$ cat config.mk
export PLATFORM = sky130hd
export DESIGN_NAME = dabl_front
export DESIGN_NICKNAME = d
export VERILOG_FILES = /design/src/rtl/dabl_pkg.sv /design/src/rtl/dabl_front.sv
export SDC_FILE = /design/constraint.sdc
export NUM_CORES = 1
export LEC_CHECK = 0
export ABC_AREA = 1
export BUFFER_PORTS_ARGS = -buffer_cell sky130_fd_sc_hd__buf_2
export CAP_MARGIN = 20
export CORE_MARGIN = 2
export CORE_UTILIZATION = 26
export DETAILED_ROUTE_END_ITERATION = 6
export PLACE_DENSITY = 0.44
export SLEW_MARGIN = 20
export SYNTH_ARGS = -nofsm -noshare
export SYNTH_HDL_FRONTEND = slang
export SYNTH_SLANG_ARGS = --single-unit
$ cat constraint.sdc
create_clock -name clk -period 9.5 [get_ports clk]
set_input_delay 0.475 -clock clk [delete_from_list [all_inputs] [get_ports clk]]
set_output_delay 0.475 -clock clk [all_outputs]
set_load 0.05 [all_outputs]
$ cat src/rtl/dabl_pkg.sv
`timescale 1ns / 1ps
`default_nettype none
package dabl_pkg;

    localparam int CTX_PORTS = 4;
    localparam int WORD_W    = 24;
    localparam int LOG_W     = 24;

    typedef enum logic [1:0] {
        OP_CELL    = 2'd0,
        OP_BACKOFF = 2'd1,
        OP_QUERY   = 2'd2,
        OP_NONE    = 2'd3
    } op_t;

    // one classified item as it sits in the queue
    typedef struct packed {
        op_t                                 op;
        logic [19:0]                         address;
        logic [31:0]                         base_data;
        logic [31:0]                         check_data;
        logic [WORD_W-1:0]                   query_word;
        logic [CTX_PORTS-1:0][WORD_W-1:0]    ctx;
        logic [2:0]                          n_ctx;
    } q_item_t;

    function automatic logic signed [LOG_W-1:0] sat24(input logic signed [32:0] v);
        logic signed [LOG_W-1:0] r;
        if (v > 33'sd8388607)
            r = 24'sh7FFFFF;
        else if (v < -33'sd8388608)
            r = 24'sh800000;
        else
            r = v[LOG_W-1:0];
        return r;
    endfunction

    // negated magnitude of a 32-bit log value, saturated
    function automatic logic signed [LOG_W-1:0] neg_mag(input logic [31:0] raw);
        logic signed [32:0] v;
        v = {raw[31], raw};
        if (v > 33'sd0)
            v = -v;
        return sat24(v);
    endfunction

    function automatic logic signed [LOG_W-1:0] add_sat(input logic signed [LOG_W-1:0] a,
                                                        input logic signed [LOG_W-1:0] b);
        logic signed [32:0] s;
        s = 33'(a) + 33'(b);
        return sat24(s);
    endfunction

endpackage
`default_nettype wire

$ cat src/rtl/dabl_front.sv
`timescale 1ns / 1ps
`default_nettype none
module dabl_front
    import dabl_pkg::*;
#(
    parameter int TRIE_DEPTH    = 1048576,
    parameter int BACKOFF_DEPTH = 65536,
    parameter int MAX_CONTEXT   = 4
)
(
    input  wire logic          clk,
    input  wire logic          rst_n,
    input  wire logic          s_tvalid,
    output logic               s_tready,
    input  wire logic [207:0]  s_tdata,
    input  wire logic [1:0]    s_tuser,
    input  wire logic          hold,
    output logic               q_valid,
    output q_item_t            q_item,
    input  wire logic          q_pop
);

    localparam int QDEPTH = 4;
    localparam int NMAX   = (MAX_CONTEXT < CTX_PORTS) ? MAX_CONTEXT : CTX_PORTS;
    localparam logic [31:0] TD32 = 32'(TRIE_DEPTH);
    localparam logic [31:0] BD32 = 32'(BACKOFF_DEPTH);

    q_item_t     fifo_mem [QDEPTH];
    logic [1:0]  wr_ptr_reg, wr_ptr_next;
    logic [1:0]  rd_ptr_reg, rd_ptr_next;
    logic [2:0]  cnt_reg, cnt_next;

    q_item_t     in_item;
    logic        accept;
    logic        keep;
    logic        push;
    logic [2:0]  cnt_raw;

    always_comb
    begin
        in_item.op          = op_t'(s_tuser);
        in_item.address     = s_tdata[19:0];
        in_item.base_data   = s_tdata[51:20];
        in_item.check_data  = s_tdata[83:52];
        in_item.query_word  = s_tdata[107:84];
        in_item.ctx[0]      = s_tdata[131:108];
        in_item.ctx[1]      = s_tdata[155:132];
        in_item.ctx[2]      = s_tdata[179:156];
        in_item.ctx[3]      = s_tdata[203:180];
        cnt_raw             = s_tdata[206:204];
        in_item.n_ctx       = (cnt_raw > 3'(NMAX)) ? 3'(NMAX) : cnt_raw;
    end

    // drop no-ops and writes that fall outside their store
    always_comb
    begin
        unique case (in_item.op)
            OP_CELL:    keep = ({12'b0, in_item.address} < TD32);
            OP_BACKOFF: keep = ({12'b0, in_item.address} < BD32);
            OP_QUERY:   keep = 1'b1;
            default:    keep = 1'b0;
        endcase
    end

    assign s_tready = (cnt_reg != 3'(QDEPTH)) && !hold;
    assign accept   = s_tvalid && s_tready;
    assign push     = accept && keep;
    assign q_valid  = (cnt_reg != 3'd0);
    assign q_item   = fifo_mem[rd_ptr_reg];

    always_comb
    begin
        wr_ptr_next = wr_ptr_reg + 2'(push);
        rd_ptr_next = rd_ptr_reg + 2'(q_pop && q_valid);
        cnt_next    = cnt_reg + 3'(push) - 3'(q_pop && q_valid);
    end

    always_ff @(posedge clk)
    begin
        if (push)
            fifo_mem[wr_ptr_reg] <= in_item;
    end

    always_ff @(posedge clk or negedge rst_n)
    begin
        if (!rst_n)
        begin
            wr_ptr_reg <= '0;
            rd_ptr_reg <= '0;
            cnt_reg    <= '0;
        end
        else
        begin
            wr_ptr_reg <= wr_ptr_next;
            rd_ptr_reg <= rd_ptr_next;
            cnt_reg    <= cnt_next;
        end
    end

    a_no_overflow: assert property (@(posedge clk) disable iff (!rst_n)
        cnt_reg == 3'(QDEPTH) |-> !push)
        else $error("queue push while full");

    a_count_track: assert property (@(posedge clk) disable iff (!rst_n)
        push && !(q_pop && q_valid) |=> cnt_reg == $past(cnt_reg) + 3'd1)
        else $error("queue count lost a push");

    a_hold_blocks: assert property (@(posedge clk) disable iff (!rst_n)
        hold |-> !push)
        else $error("item taken during clear");

endmodule
`default_nettype wire

# Yosys cells after proc, flatten, opt, wreduce, memory -nomap -nowiden
# Memory sizes are Yosys's and may differ from the RTL's.
# Index checks and enable logic that the tools add are counted.
[totals] inputBits=215 memories=1 ram_bits=836 regBits=7 latch_bits=0 elab_cells=25 rom_bits=0 out_inout_bits=211
[classes] multipliers=0 bitwise_logic=0 n_shift=0 n_addsub=4 order_cmp=2 n_eq_ne=3 muxes=4 n_reduce_logical=8 div_mod_pow=0
[mem_list] memory="fifo_mem" depth=4 word_bits=209 read_ports=1 rd_ports_with_merged_regs=0 wr=1 line="dabl_front.sv:28" text="q_item_t fifo_mem [QDEPTH];"
[op_table] operator="20-bit by 17-bit less-than comparator with 1-bit output (second input constant)" n=1
[op_table] operator="2-bit by 1-bit adder with 2-bit output" n=2
[op_table] operator="1-bit logical AND" n=4
[op_table] operator="3-bit by 1-bit adder with 3-bit output" n=1
[op_table] operator="3-bit > comparator (second input constant)" n=1
[op_table] operator="3-bit 2-to-1 mux" n=1
[op_table] operator="3-bit != test (second input constant)" n=1
[op_table] operator="3-bit nonzero test" n=1
[op_table] operator="3-bit by 1-bit subtractor with 3-bit output" n=1
[op_table] operator="2-bit by 1-bit equality test with 1-bit output (second input constant)" n=1
[op_table] operator="2-bit equality test (second input constant)" n=1
[op_table] operator="2-bit zero test" n=1
[op_table] operator="1-bit 2-to-1 mux" n=2
[op_table] operator="1-bit case mux with 2 select lines" n=1
[op_table] operator="2-bit OR reduction" n=1
[op_table] operator="1-bit zero test" n=1

# Longest topological paths before layout
[depth] word_depth=6 depth_mapped=11 mapped_depth_nobuf=11

# Least setup slack after synthesis
# No wires, ideal clock.
[synth_path] path_kind="input-to-reg" startpoint="input s_tdata[19]" endpoint="memory fifo_mem[0][0] (netlist bit), enable pin" slack_ns=-0.766 arrival_ns=9.484 stages=5 required_ns=8.718 setup_time_ns=0.782 path_cell_list="nor2_1 -> nand3b_1 -> nand2_1 -> nand2_1 -> nor2_1"
[synth_via] elab_chain_len=5
[synth_lines] item="start: declaration" line="dabl_front.sv:15" text="input wire logic [207:0] s_tdata,"
[synth_lines] item="20-bit by 17-bit less-than comparator with 1-bit output" line="dabl_front.sv:59" text="OP_BACKOFF: keep = ({12'b0, in_item.address} < BD32);"
[synth_lines] item="1-bit case mux with 2 select lines" line="dabl_front.sv:57" text="unique case (in_item.op)"
[synth_lines] item="1-bit logical AND" line="dabl_front.sv:67" text="assign push = accept && keep;"
[synth_lines] item="1-bit 2-to-1 mux" line="dabl_front.sv:80" text="if (push)"
[synth_lines] item="1-bit 2-to-1 mux (implied by the code)" line="dabl_front.sv:81" text="fifo_mem[wr_ptr_reg] <= in_item;"
[synth_lines] item="end: declaration" line="dabl_front.sv:28"
# Every way passes these cells.

==> impl_results.md <==
* Status: finished, final reports clean
* Initial antenna violation count at 15
* Worst skew pair latency at roughly 0.66 ns
* RSZ-0062 raised after global routing: no
* Share of layout cells above drive strength 1 at 21.16%
* Routability Congestion at between 0.6 and 0.7
* Critical path's slowest cell: dfrtp_4
* P_leak at ~13 nW
* Worst Setup Path Type: reg2out
* DR vias/cell at 4.464
* Number of flops mapped to enable cells by yosys at 836
* DP HPWL at 44730 um
* Setup ws final at 4.434 ns
* Synth Flop Type: edfxtp_1
* Fin crit share at 53.33%
* Fin. max-slew vios at 0
* Fillers at 11510
* Chip Width at 350.1 um
* Worst Setup Start Kind: register
* Total die area at 122500 um^2
* Synth area leaders: edfxtp_1 81%, o21ai_0 6.7%, nor2_1 5.2%, o22ai_1 4.2%, clkbuf_1 1.1%
* Top cell type's share of synthesized area at roughly 81%
* Unique masters post-synth at 19
* Sw Share at 44.25%
* Post-synth net total at 2292
* # Post-CTS Setup Buffers at 0
* Post-DRT Antenna Nets at 0
* Seq pwr share at 33.6%
* Buf/Inv on CP at 4
* CTS root buf: clkbuf_16
* Fin nets at 2904
* Final Power at ~13 mW
* Setup crit end kind: output pin
* Cells after Synth at 2072
* Largest net degree at the start of global routing at 193
* Cts hold-fix bufs at 205
* Area grow syn2layout at 28.03%
* Initial DRC count at 1053
* Area of the multi-input gates at 5197 um^2
* Max Cap Viol at 0
* H-tree depth at 3
* DRC Markers at 0
* Placed inst area at 34910 um^2
* Final hold slack at 0.08029 ns
* Number of global-route vias before repair at 20170
* Asr flop ratio synth at less than 1%
* Flops & latches, synth at 843
* Most frequent cells after synthesis: 836 x edfxtp_1, 428 x nor2_1, 418 x o21ai_0, 209 x o22ai_1, 91 x clkbuf_1
* Power per Cell Area at 333.3 nW/um^2
* Clock power share at 25.2%
* Core area at 118400 um^2
* Max Fclk at 0.1974 GHz
* CTS resizes at 0
* Mapped Avg Cell Area at 15.03 um^2
* Die height at 350.1 um
* First-pass GRT wire length at 121000 um
* Most frequent CP cell: buf_4
* Seq/Total Area, Yosys at 81.18%
* Crit path max-delay family: buffers and inverters
* Mapped Area at 31140 um^2
* Peak supply drop at ~0.00021 V
* Slew @ Worst Pin at 1.071 ns
* Dominant cell type by area after synthesis: edfxtp_1
* Tot GR Track Use at around 13%
* # clock sinks at 843
* Average wire per standard cell at 18.65 um
* Max reg flops at around 840
* CP Max Fanout at 84
* Vias post-DR at about 19000
* Fin util at between 30 and 40%
* TritonCTS buffer count at 94
* Design area at 39870 um^2
* NetSw at ~5.9 mW
* Total negative slack at 0 ns
* Worst min path class: in2reg
* Logic pwr share at 41.2%
* CTS tree: built
* Register Area at between 20000 and 30000 um^2
* Power Internal at approximately 7.4 mW
* IO Count at 426
* Placed cells at 3982
* Clock buffer depth at 3
* Cell row count at ~130
* Worst-path cell chain: buf_4, buf_4, buf_4, o21ai_0, o22ai_1, buf_2
* Drt total wl at 81440 um
* I/O Buffers at ~420
* Count leader, synth: edfxtp_1
* Dpl ws at 5.061 ns
* Ys Warns at 0
* Hold Vio Cnt, Final at 0
* Final Setup Violations at 0
* Max-slew headroom at 28.62%
* Pre-antenna DRT Iters at 5
* GRT overflow at 0
* Arrival time worst endpoint at ~4.6 ns
* Tmin final at 5.066 ns
* Clock skew at 0.02242 ns
* Critical Path RT at approximately 9.0 ns
* CP peak stage delay at 0.80 ns
* Post-Layout Cell Count at about 4400
* Initial core utilization at 26.30%
* CTS clk-pin slew, worst paths at 0.06 ns
-- path summary, 6_finish.rpt --
kind	from	to	slack, ns	depth (start not counted)
min reg2reg	cnt_reg[2]	cnt_reg[2]	0.50	1
max	rd_ptr_reg[0]	q_item[103]	4.43	6
max in group asynchronous	rst_n	rd_ptr_reg[0]	9.11	2
max reg2reg	cnt_reg[1]	fifo_mem[0][26]	6.03	8
min	s_tdata[19]	fifo_mem[3][206]	0.08	1
min in group asynchronous	rst_n	cnt_reg[0]	0.19	2
-- cells in the final DEF (no fill, tap or decap), types with 5 or more instances in the layout --
cell type	instances
clkbuf_1	25
buf_4	21
inv_1	12
buf_2	424
clkinv_1	17
nand2_1	9
clkbuf_16	97
o21ai_0	418
diode_2	11
edfxtp_1	836
dlygate4sd3_1	205
o22ai_1	209
dfrtp_1	5
nor2_1	424
clkinv_2	15
-- kinds of logic (layout without fill, tap and decap cells) --
family / Yosys count / in the layout / synth area share, %
DFF: 843 / 843 / 81.18
AOI/OAI and AO/OA: 629 / 629 / 10.97
and+or+nand+nor: 438 / 438 / 5.292
buffers and inverters: 153 / 836 / 2.222
adders and majority gates: 5 / 5 / 0.2250
xor gates and xnor gates: 4 / 4 / 0.1125
other: 0 / 11 / 0
-- routing by layer --
metal	up-vias	wire [um]	track usage, %
met5	-	84	0
met4	12	1904	3.791
met3	139	6196	4.634
met2	479	39730	22.17
met1	9753	33520	15.33
li1	9109	-	-
-- cell type report --
| type | count | area share [%] |
|---|---|---|
| Clock inverter | 45 | 0.8192 |
| Timing Repair Buffer | 655 | 11.14 |
| Sequential cell | 843 | 63.43 |
| Tap cell | 1600 | 5.022 |
| Inverter | 14 | 0.1632 |
| Clock buffer | 122 | 6.324 |
| Antenna cell | 11 | 0.06905 |
| Multi-Input combinational cell | 1076 | 13.04 |
-- power groups by stage --
stage / Combinational [mW] / Sequential [mW] / Clock, mW
floorplan: 4.04 / 4.53 / 0
global placement: 5.42 / 4.53 / 0
detailed placement: 5.49 / 4.54 / 0
CTS: 5.57 / 4.47 / 3.47
global route: 5.87 / 4.48 / 3.61
finish: 5.48 / 4.46 / 3.35
-- worst reg2reg max path, cell delays in order (launching register included) --
cell and delay (ns):
dfrtp_1 0.37, nor2_1 0.08, nand2_1 0.07, nand2_1 0.06, nor2_1 0.14, nand2_1 0.30, nor2_4 0.47, buf_4 0.68
buf_4 0.75
No activity file was read; power rests on OpenSTA's default activity.
